--- config.mk ---
export PLATFORM = sky130hd
export DESIGN_NAME = avs_cell
export DESIGN_NICKNAME = d
export VERILOG_FILES = /design/src/rtl/core/ascending_value_sorter_top_defines.svh /design/src/rtl/core/avs_pkg.sv /design/src/rtl/core/avs_cell.sv
export SDC_FILE = /design/constraint.sdc
export NUM_CORES = 1
export LEC_CHECK = 0
export BUFFER_PORTS_ARGS = -buffer_cell sky130_fd_sc_hd__buf_2
export CELL_PAD_IN_SITES_DETAIL_PLACEMENT = 1
export CELL_PAD_IN_SITES_GLOBAL_PLACEMENT = 2
export CORE_UTILIZATION = 25
export DETAILED_ROUTE_END_ITERATION = 10
export PLACE_DENSITY = 0.91
export SLEW_MARGIN = 5
export SYNTH_ARGS = -nofsm -noshare
export SYNTH_HDL_FRONTEND = slang
export SYNTH_SLANG_ARGS = --single-unit
--- constraint.sdc ---
create_clock -name clk -period 5.4 [get_ports clk]
set_input_delay 0.54 -clock clk [delete_from_list [all_inputs] [get_ports clk]]
set_output_delay 0.54 -clock clk [all_outputs]
set_load 0.01 [all_outputs]
--- src/rtl/core/ascending_value_sorter_top_defines.svh ---
// Assertion macros for the sorter top level.
`ifndef ASCENDING_VALUE_SORTER_TOP_DEFINES_SVH
`define ASCENDING_VALUE_SORTER_TOP_DEFINES_SVH

`ifndef SYNTHESIS
// Check a property on every clock edge outside reset.
`define AVS_ASSERT(lbl, prop) \
  lbl: assert property (@(posedge clk) disable iff (!rst_n) prop) \
    else $error("avs assertion failed");
// Check a property on every clock edge, reset included.
`define AVS_ASSERT_ALWAYS(lbl, prop) \
  lbl: assert property (@(posedge clk) prop) \
    else $error("avs assertion failed");
`else
`define AVS_ASSERT(lbl, prop)
`define AVS_ASSERT_ALWAYS(lbl, prop)
`endif

`endif

--- src/rtl/core/avs_pkg.sv ---
// Shared types and constants of the ascending value sorter.
package avs_pkg;

  localparam int VALUE_W       = 32;
  localparam int MAX_ITEMS_DEF = 64;

  typedef logic signed [VALUE_W-1:0] value_t;

  // What one cell shows its neighbours.
  typedef struct packed {
    logic   valid;
    logic   gt;
    value_t value;
  } link_t;

  // Chain-wide commands for the current cycle.
  typedef struct packed {
    logic ins;
    logic shift;
  } cmd_t;

endpackage

--- src/rtl/core/avs_cell.sv ---
// One cell of the insertion chain: holds one stored value in sorted position.
module avs_cell (
  input  logic            clk,
  input  logic            rst_n,
  input  avs_pkg::cmd_t   cmd,
  input  avs_pkg::value_t new_value,
  input  avs_pkg::link_t  left,
  input  avs_pkg::link_t  right,
  output avs_pkg::link_t  own
);
  import avs_pkg::*;

  logic   valid_r;
  logic   valid_nxt;
  value_t value_r;
  value_t value_nxt;
  logic   gt;

  // An empty cell counts as larger than any incoming value.
  assign gt = !valid_r || (value_r > new_value);

  assign own = '{valid: valid_r, gt: gt, value: value_r};

  // Insert: take the left neighbour's value if it moves up, else the new one.
  // Shift: advance the right neighbour's value towards the output.
  always_comb begin
    valid_nxt = valid_r;
    value_nxt = value_r;
    if (cmd.shift) begin
      valid_nxt = right.valid;
      value_nxt = right.value;
    end else if (cmd.ins && gt) begin
      valid_nxt = left.gt ? left.valid : 1'b1;
      value_nxt = left.gt ? left.value : new_value;
    end
  end

  always_ff @(posedge clk) begin
    if (!rst_n) begin
      valid_r <= 1'b0;
    end else begin
      valid_r <= valid_nxt;
    end
  end

  always_ff @(posedge clk) begin
    value_r <= value_nxt;
  end

endmodule

==> metrics.md, run 1 <==
| Metric | Value |
|---|---|
| Run status | complete, no violations |
| Largest net degree at the start of global routing | between 60 and 70 |
| CTS Sinks | 33 |
| Crit. End Element | primary output |
| Max FO, Critical Path | 3 |
| CTS root buf | clkbuf_8 |
| Worst Path Required | 4.86 ns |
| Lkg Pwr | 1.786 nW |
| Post-route minimum period | approximately 3.1 ns |
| Total global routing track utilization | ~14% |
| Placed cells | ~530 |
| Min-delay worst type | in -> reg |
| Async SR Flop Fraction | 0% |
| Post-synth EDFFs | 32 |
| R2R Setup Slk | approximately 2.4 ns |
| Diode count | 0 |
| Max IR drop VDD | between 0.00009 and 0.0001 V |
| Clock-pin slew on the worst setup and hold paths | approximately 0.080 ns |
| Antenna viol nets, final | 0 |
| # IOs | approximately 140 |
| First-pass GRT wire length | between 10 and 15 mm |
| Residual DRC | 0 |
| Max Transition Viols Final | 0 |
| Total number of H-tree levels | 2 |
| Max clock buf depth | 2 |
| DIE AREA | ~0.011 mm² |
| Detailed Route WL | 7.268 mm |
| Routability-driven placement congestion ratio | 0.7083 |
| DP HPWL | between 5 and 6 mm |
| Crit Path Class | reg -> out |
| Wire per inst | 13.64 µm |
| DR vias | ~2,400 |
| Post-Syn Area | 0.002525 mm² |
| Setup crit start kind | register |
| RSZ-0062 raised after global routing | false |
| Vias in the first global route | 2,520 |
| Cells on worst reg2reg path | 7 |
| YS warnings | 0 |
| Max_slew headroom | around a quarter |
| Seq/Total Area, Yosys | about two fifths |
| Top FF cell, synth | edfxtp_1 |
| Drt first pass iters | 4 |
| Initial antenna violation count | 0 |
| Syn nets | between 400 and 500 |
| Die height | 102.5 µm |
| CTS buffer count | 5 |
| Layout Cells excl Fill | 533 |
| Worst flop-to-flop path endpoint | value_r[17]$_DFFE_PP_ |
| Initial Util | roughly 26% |
| CP Data Arrival Time | between 2 and 3 ns |
| Fin nets | about 540 |
| FP Rows | 36 |
| DR iter-0 viols | 18 |
| Die X | 102.5 µm |
| # hold bufs at CTS | 0 |
| Worst Tran Pin Value | about 1.1 ns |
| Seq cells post-synth | 33 |
| Power, Total | 0.7690 mW |
| Fin. Hold Viols | 0 |
| Fin Clk Skew | ~0.012 ns |
| CTS tree | built |
| Cells after synthesis | 268 |
| Post-route clock period utilization | a little under three fifths |
| Total Neg Setup Slack | 0 ns |
| Total grt overflow | 0 |
| Max cap viols | 0 |
| Clock latency on the worst-skew pair | approximately 0.29 ns |
| Hold Path Depth | 2 |
| Share of post-route cells with drive strength above 1 | a little under two fifths |
| Vias/cell | ~4.5 |
| Core area | slightly below 0.01 mm² |
| Netlist cell types | 30 |
| Setup violations, final | 0 |
| Fill cells | between 1,000 and 1,500 |
| Syn_area_per_cell | 9.421 µm² |
| Final core occ | between 30% and 40% |
| Origin of the critical flop-to-flop path | value_r[22]$_DFFE_PP_ |
| PortBufs | 136 |
| Layout overhead on the synthesized area | 35.13% |
| FMAX | roughly 0.32 GHz |
| Hold Path Sink | valid_r$_SDFFE_PN0P_ |
| Post-CTS setup buffer count | 0 |
| Hold path start | rst_n |
| # resized after CTS | 0 |
| Pwr per Cell Area | 225.4 mW/mm² |
-- worst max-delay path by stage --
stage / start / endpoint / slack [ns] / cells after the start
floorplan: new_value[14] / value_r[0]$_DFFE_PP_ / 1.03 / 7
global placement: new_value[14] / value_r[12]$_DFFE_PP_ / 2.03 / 8
detailed placement: new_value[22] / value_r[14]$_DFFE_PP_ / 2.08 / 9
CTS: value_r[19]$_DFFE_PP_ / own[32] / 2.20 / 8
global route: value_r[19]$_DFFE_PP_ / own[32] / 2.05 / 8
finish: value_r[7]$_DFFE_PP_ / own[32] / 2.29 / 8
-- cells in the final DEF (no fill, tap or decap) --
| cell | instances |
|---|---|
| o31a_1 | 1 |
| o221a_2 | 1 |
| clkinv_1 | 2 |
| o32ai_1 | 1 |
| clkinv_2 | 1 |
| a2111oi_0 | 1 |
| nand4_1 | 5 |
| o21a_1 | 1 |
| a221o_1 | 1 |
| mux2i_1 | 32 |
| nand3_1 | 4 |
| edfxtp_1 | 32 |
| o211ai_1 | 1 |
| a221oi_1 | 1 |
| ha_1 | 32 |
| nor2b_1 | 1 |
| and4_1 | 3 |
| a21o_1 | 2 |
| o311a_1 | 1 |
| buf_4 | 1 |
| buf_2 | 136 |
| nor3_1 | 2 |
| o21ai_1 | 1 |
| o21ai_4 | 1 |
| a21oi_1 | 13 |
| a21oi_2 | 1 |
| clkbuf_8 | 5 |
| o21ai_0 | 36 |
| a211oi_2 | 1 |
| nand2_1 | 40 |
| dfxtp_1 | 1 |
| nor2_1 | 2 |
| inv_1 | 37 |
-- per-stage QoR --
step	cell area (µm²)	worst slack (ns)	hold WS [ns]
after floorplan	2525	1.025	0.5859
after global placement	3331	2.031	0.6067
after detailed placement	3331	2.084	0.6460
after CTS	3412	2.201	0.4800
after global routing	3412	2.050	0.4790
final	3412	2.292	0.4934
-- per-layer routing --
| metal | part of all wire (%) | vias to the layer above | track usage [%] |
|---|---|---|---|
| met5 | 0 | - | 0 |
| met4 | 0.83 | 0 | 3.626 |
| met3 | 6.5 | 6 | 3.390 |
| met2 | 50 | 87 | 26.46 |
| met1 | 43 | 1104 | 16.45 |
| li1 | - | 1215 | - |
-- cells by family after synthesis --
logic type / Yosys count / synth area share [%]
AO/OA/AOI/OAI: 64 / 14.77
AND/OR/NAND/NOR: 57 / 9.961
buffers and inverters: 50 / 7.879
flip-flops: 33 / 38.85
multiplexers: 32 / 12.69
adder cells (fa/ha/maj): 32 / 15.86
-- registers in the layout, summed over array words and instances, names as in the netlist --
register	cells
valid_r	1
value_r	32
-- power breakdown --
| part | leakage (nW) | switching [mW] | internal, mW |
|---|---|---|---|
| logic | 1.40 | 0.134 | 0.110 |
| clock network | 0.0430 | 0.0968 | 0.0870 |
| registers | 0.341 | 0.0179 | 0.323 |
-- synth_stat cells, types with 2 or more instances --
cell      number  area share [%]
a21o_1         2            0.59
mux2i_1       32              13
buf_2          3            0.59
o21ai_0       37             7.3
nor3_1         2            0.40
nand2_1       40             5.9
and4_1         3             1.0
clkbuf_1       8             1.2
ha_1          32              16
buf_4          2            0.59
edfxtp_1      32              38
nand3_1        4            0.79
a21oi_1       13             2.6
inv_1         37             5.5
nand4_1        5             1.2
nor2_1         2            0.30
-- layout make-up --
cell class | count | area [µm²] | share of cell area, %
Clock buffer | 5 | 68.82 | 2.017
Multi-Input combinational cell | 185 | 1356 | 39.75
Sequential cell | 33 | 980.9 | 28.75
Inverter | 37 | 138.9 | 4.070
Clock inverter | 3 | 12.51 | 0.3667
Tap cell | 133 | 166.4 | 4.877
Timing Repair Buffer | 137 | 688.2 | 20.17
-- worst max-delay path, stage by stage, from the launching register on --
cell and delay [ns]:
edfxtp_1 0.40, ha_1 0.33, a21oi_1 0.15, o21ai_1 0.09
a221o_1 0.33, o31a_1 0.33, a211oi_2 0.32, o21ai_0 0.16
buf_2 0.16
Note: power is estimated with default switching activity, not from simulation.
==> inputs of run 2 (changes only) <==
==> constraint.sdc (replaced) <==
create_clock -name clk -period 3.12 [get_ports clk]
set_input_delay 0.312 -clock clk [delete_from_list [all_inputs] [get_ports clk]]
set_output_delay 0.312 -clock clk [all_outputs]
set_load 0.01 [all_outputs]
==> metrics.md, run 2 (same netlist as run 1, synthesis figures left out) <==
| Metric | Value |
|---|---|
| Max FO, Critical Path | 4 |
| CP Data Arrival Time | 2.60 ns |
| FP Rows | 36 |
| Crit Path Class | reg -> out |
| Vias in the first global route | around 2,600 |
| Max Transition Viols Final | 0 |
| CTS Sinks | 33 |
| Delay-heaviest family, CP | compound AO/OA/AOI/OAI gates |
| Final core occ | a little over a third |
| CTS root buf | clkbuf_8 |
| Critical-path top delay cell | edfxtp_1 |
| Drt first pass iters | 4 |
| Multi-input logic area | about 0.0014 mm² |
| Clock latency on the worst-skew pair | 0.28 ns |
| Worst Path Required | approximately 2.8 ns |
| Critical path's largest stage delay | roughly 0.40 ns |
| Total global routing track utilization | around 15% |
| Worst Tran Pin Value | a little over 0.9 ns |
| Post-route clock period utilization | between 90% and 100% |
| Total number of H-tree levels | 2 |
| Post-CTS setup buffer count | 0 |
| # IOs | approximately 140 |
| PortBufs | roughly 140 |
| Diode count | 0 |
| Die X | 102.5 µm |
| Biggest regs | value_r (32), valid_r (1) |
| Layout overhead on the synthesized area | 36.32% |
| Pwr per Cell Area | between 300 and 400 mW/mm² |
| Core area | 0.009774 mm² |
| Antenna viol nets, final | 0 |
| Critical path buffer and inverter count | 2 |
| Max cap viols | 0 |
| First-pass GRT wire length | around 12 mm |
| Fin. Hold Viols | 0 |
| DIE AREA | about 0.011 mm² |
| Cell Chain, Critical Path | ha_1, nand4_1, buf_4, nor2_1, a221o_1, o31a_1, a211oi_4, o21ai_0, buf_2 |
| Run status | complete, no violations |
| Die height | around 100 µm |
| Vias/cell | around 4.5 |
| Commonest non-fill, non-tap cell in the layout | buf_2 |
| Initial Util | roughly 26% |
| Fill cells | 1,211 |
| Crit. End Element | primary output |
| Initial antenna violation count | 0 |
| Max reg flops | 32 |
| Share of post-route cells with drive strength above 1 | a little under two fifths |
| Fin nets | 538 |
| Detailed Route WL | approximately 7.7 mm |
| Post-route minimum period | between 2 and 3 ns |
| RSZ-0062 raised after global routing | false |
| Total grt overflow | 0 |
| Flip-flop and latch area | 980.9 µm² |
| Most frequent cells in the layout | 136 x buf_2, 40 x nand2_1, 37 x inv_1 |
| Setup violations, final | 0 |
| Max clock buf depth | 2 |
| CTS tree | built |
| Fin Clk Skew | ~0.0054 ns |
| Lkg Pwr | roughly 1.8 nW |
| DR vias | approximately 2,400 |
| Largest net degree at the start of global routing | 43 |
| Max_slew headroom | between 30% and 40% |
| DR iter-0 viols | 32 |
| Routability-driven placement congestion ratio | 0.7236 |
| Min-delay worst type | in -> reg |
| Wire per inst | 14.30 µm |
| DP HPWL | 6.070 mm |
| Residual DRC | 0 |
| FMAX | around 0.34 GHz |
| Setup crit start kind | register |
| Clock-pin slew on the worst setup and hold paths | around 0.070 ns |
| Biggest register | value_r |
| Total Neg Setup Slack | 0 ns |
| CTS buffer count | 5 |
| Max IR drop VDD | approximately 0.00013 V |
## run 2: layout make-up
cell class | instances | share of cell area (%)
Tap cell | 133 | 4.835
Inverter | 37 | 4.035
Clock buffer | 8 | 2.326
Timing Repair Buffer | 139 | 20.43
Sequential cell | 33 | 28.50
Multi-Input combinational cell | 186 | 39.88
## run 2: final timing paths
kind | cells past startpoint | end | start | slack, ns
worst min-delay path | 2 | valid_r$_SDFFE_PN0P_ | rst_n | 0.26
worst max register to register | 7 | value_r[16]$_DFFE_PP_ | value_r[1]$_DFFE_PP_ | 0.29
worst max-delay path | 9 | own[32] | value_r[14]$_DFFE_PP_ | 0.21
worst min register to register | 3 | valid_r$_SDFFE_PN0P_ | valid_r$_SDFFE_PN0P_ | 0.64
## run 2: power breakdown
group / internal (mW) / total [mW] / leakage (nW) / switching [mW]
combinational: 0.196 / 0.439 / 1.41 / 0.243
clock: 0.159 / 0.320 / 0.0395 / 0.161
sequential: 0.559 / 0.591 / 0.341 / 0.0311
total: 0.914 / 1.35 / 1.79 / 0.435
## run 2: stage by stage
stage	instance area [µm²]	setup slack, ns	total power [mW]	hold slack [ns]	instances
final	3442	0.2129	1.349	0.2578	536
after global routing	3442	0.08474	1.448	0.2622	536
after CTS	3426	0.1015	1.369	0.2443	535
after detailed placement	3346	0.06929	1.037	0.5579	527
after global placement	3346	0.1620	1.019	0.5548	527
after floorplan	2529	0.3241	0.8357	0.4432	268
## run 2: repair_timing
| item | CTS | global route |
|---|---|---|
| setup endpoints to repair | 0 | 32 |
| gates resized for setup | 0 | 1 |
| hold buffers | 0 | 0 |
| hold endpoints to repair | 0 | 0 |
## run 2: worst reg2reg max path, cell delays in order (launching register included)
cell,delay (ns)
edfxtp_1,0.41
ha_1,0.31
nor2b_1,0.14
o211ai_1,0.12
a2111oi_0,0.39
o31a_1,0.26
a211oi_4,0.08
o21ai_2,0.74
## run 2: layer usage
| layer | track usage, % | wire, µm | vias up |
|---|---|---|---|
| li1 | - | - | 1224 |
| met1 | 16.44 | 3188 | 1106 |
| met2 | 27.79 | 3790 | 101 |
| met3 | 3.864 | 658 | 4 |
| met4 | 3.297 | 29 | 0 |
| met5 | 0 | 0 | - |
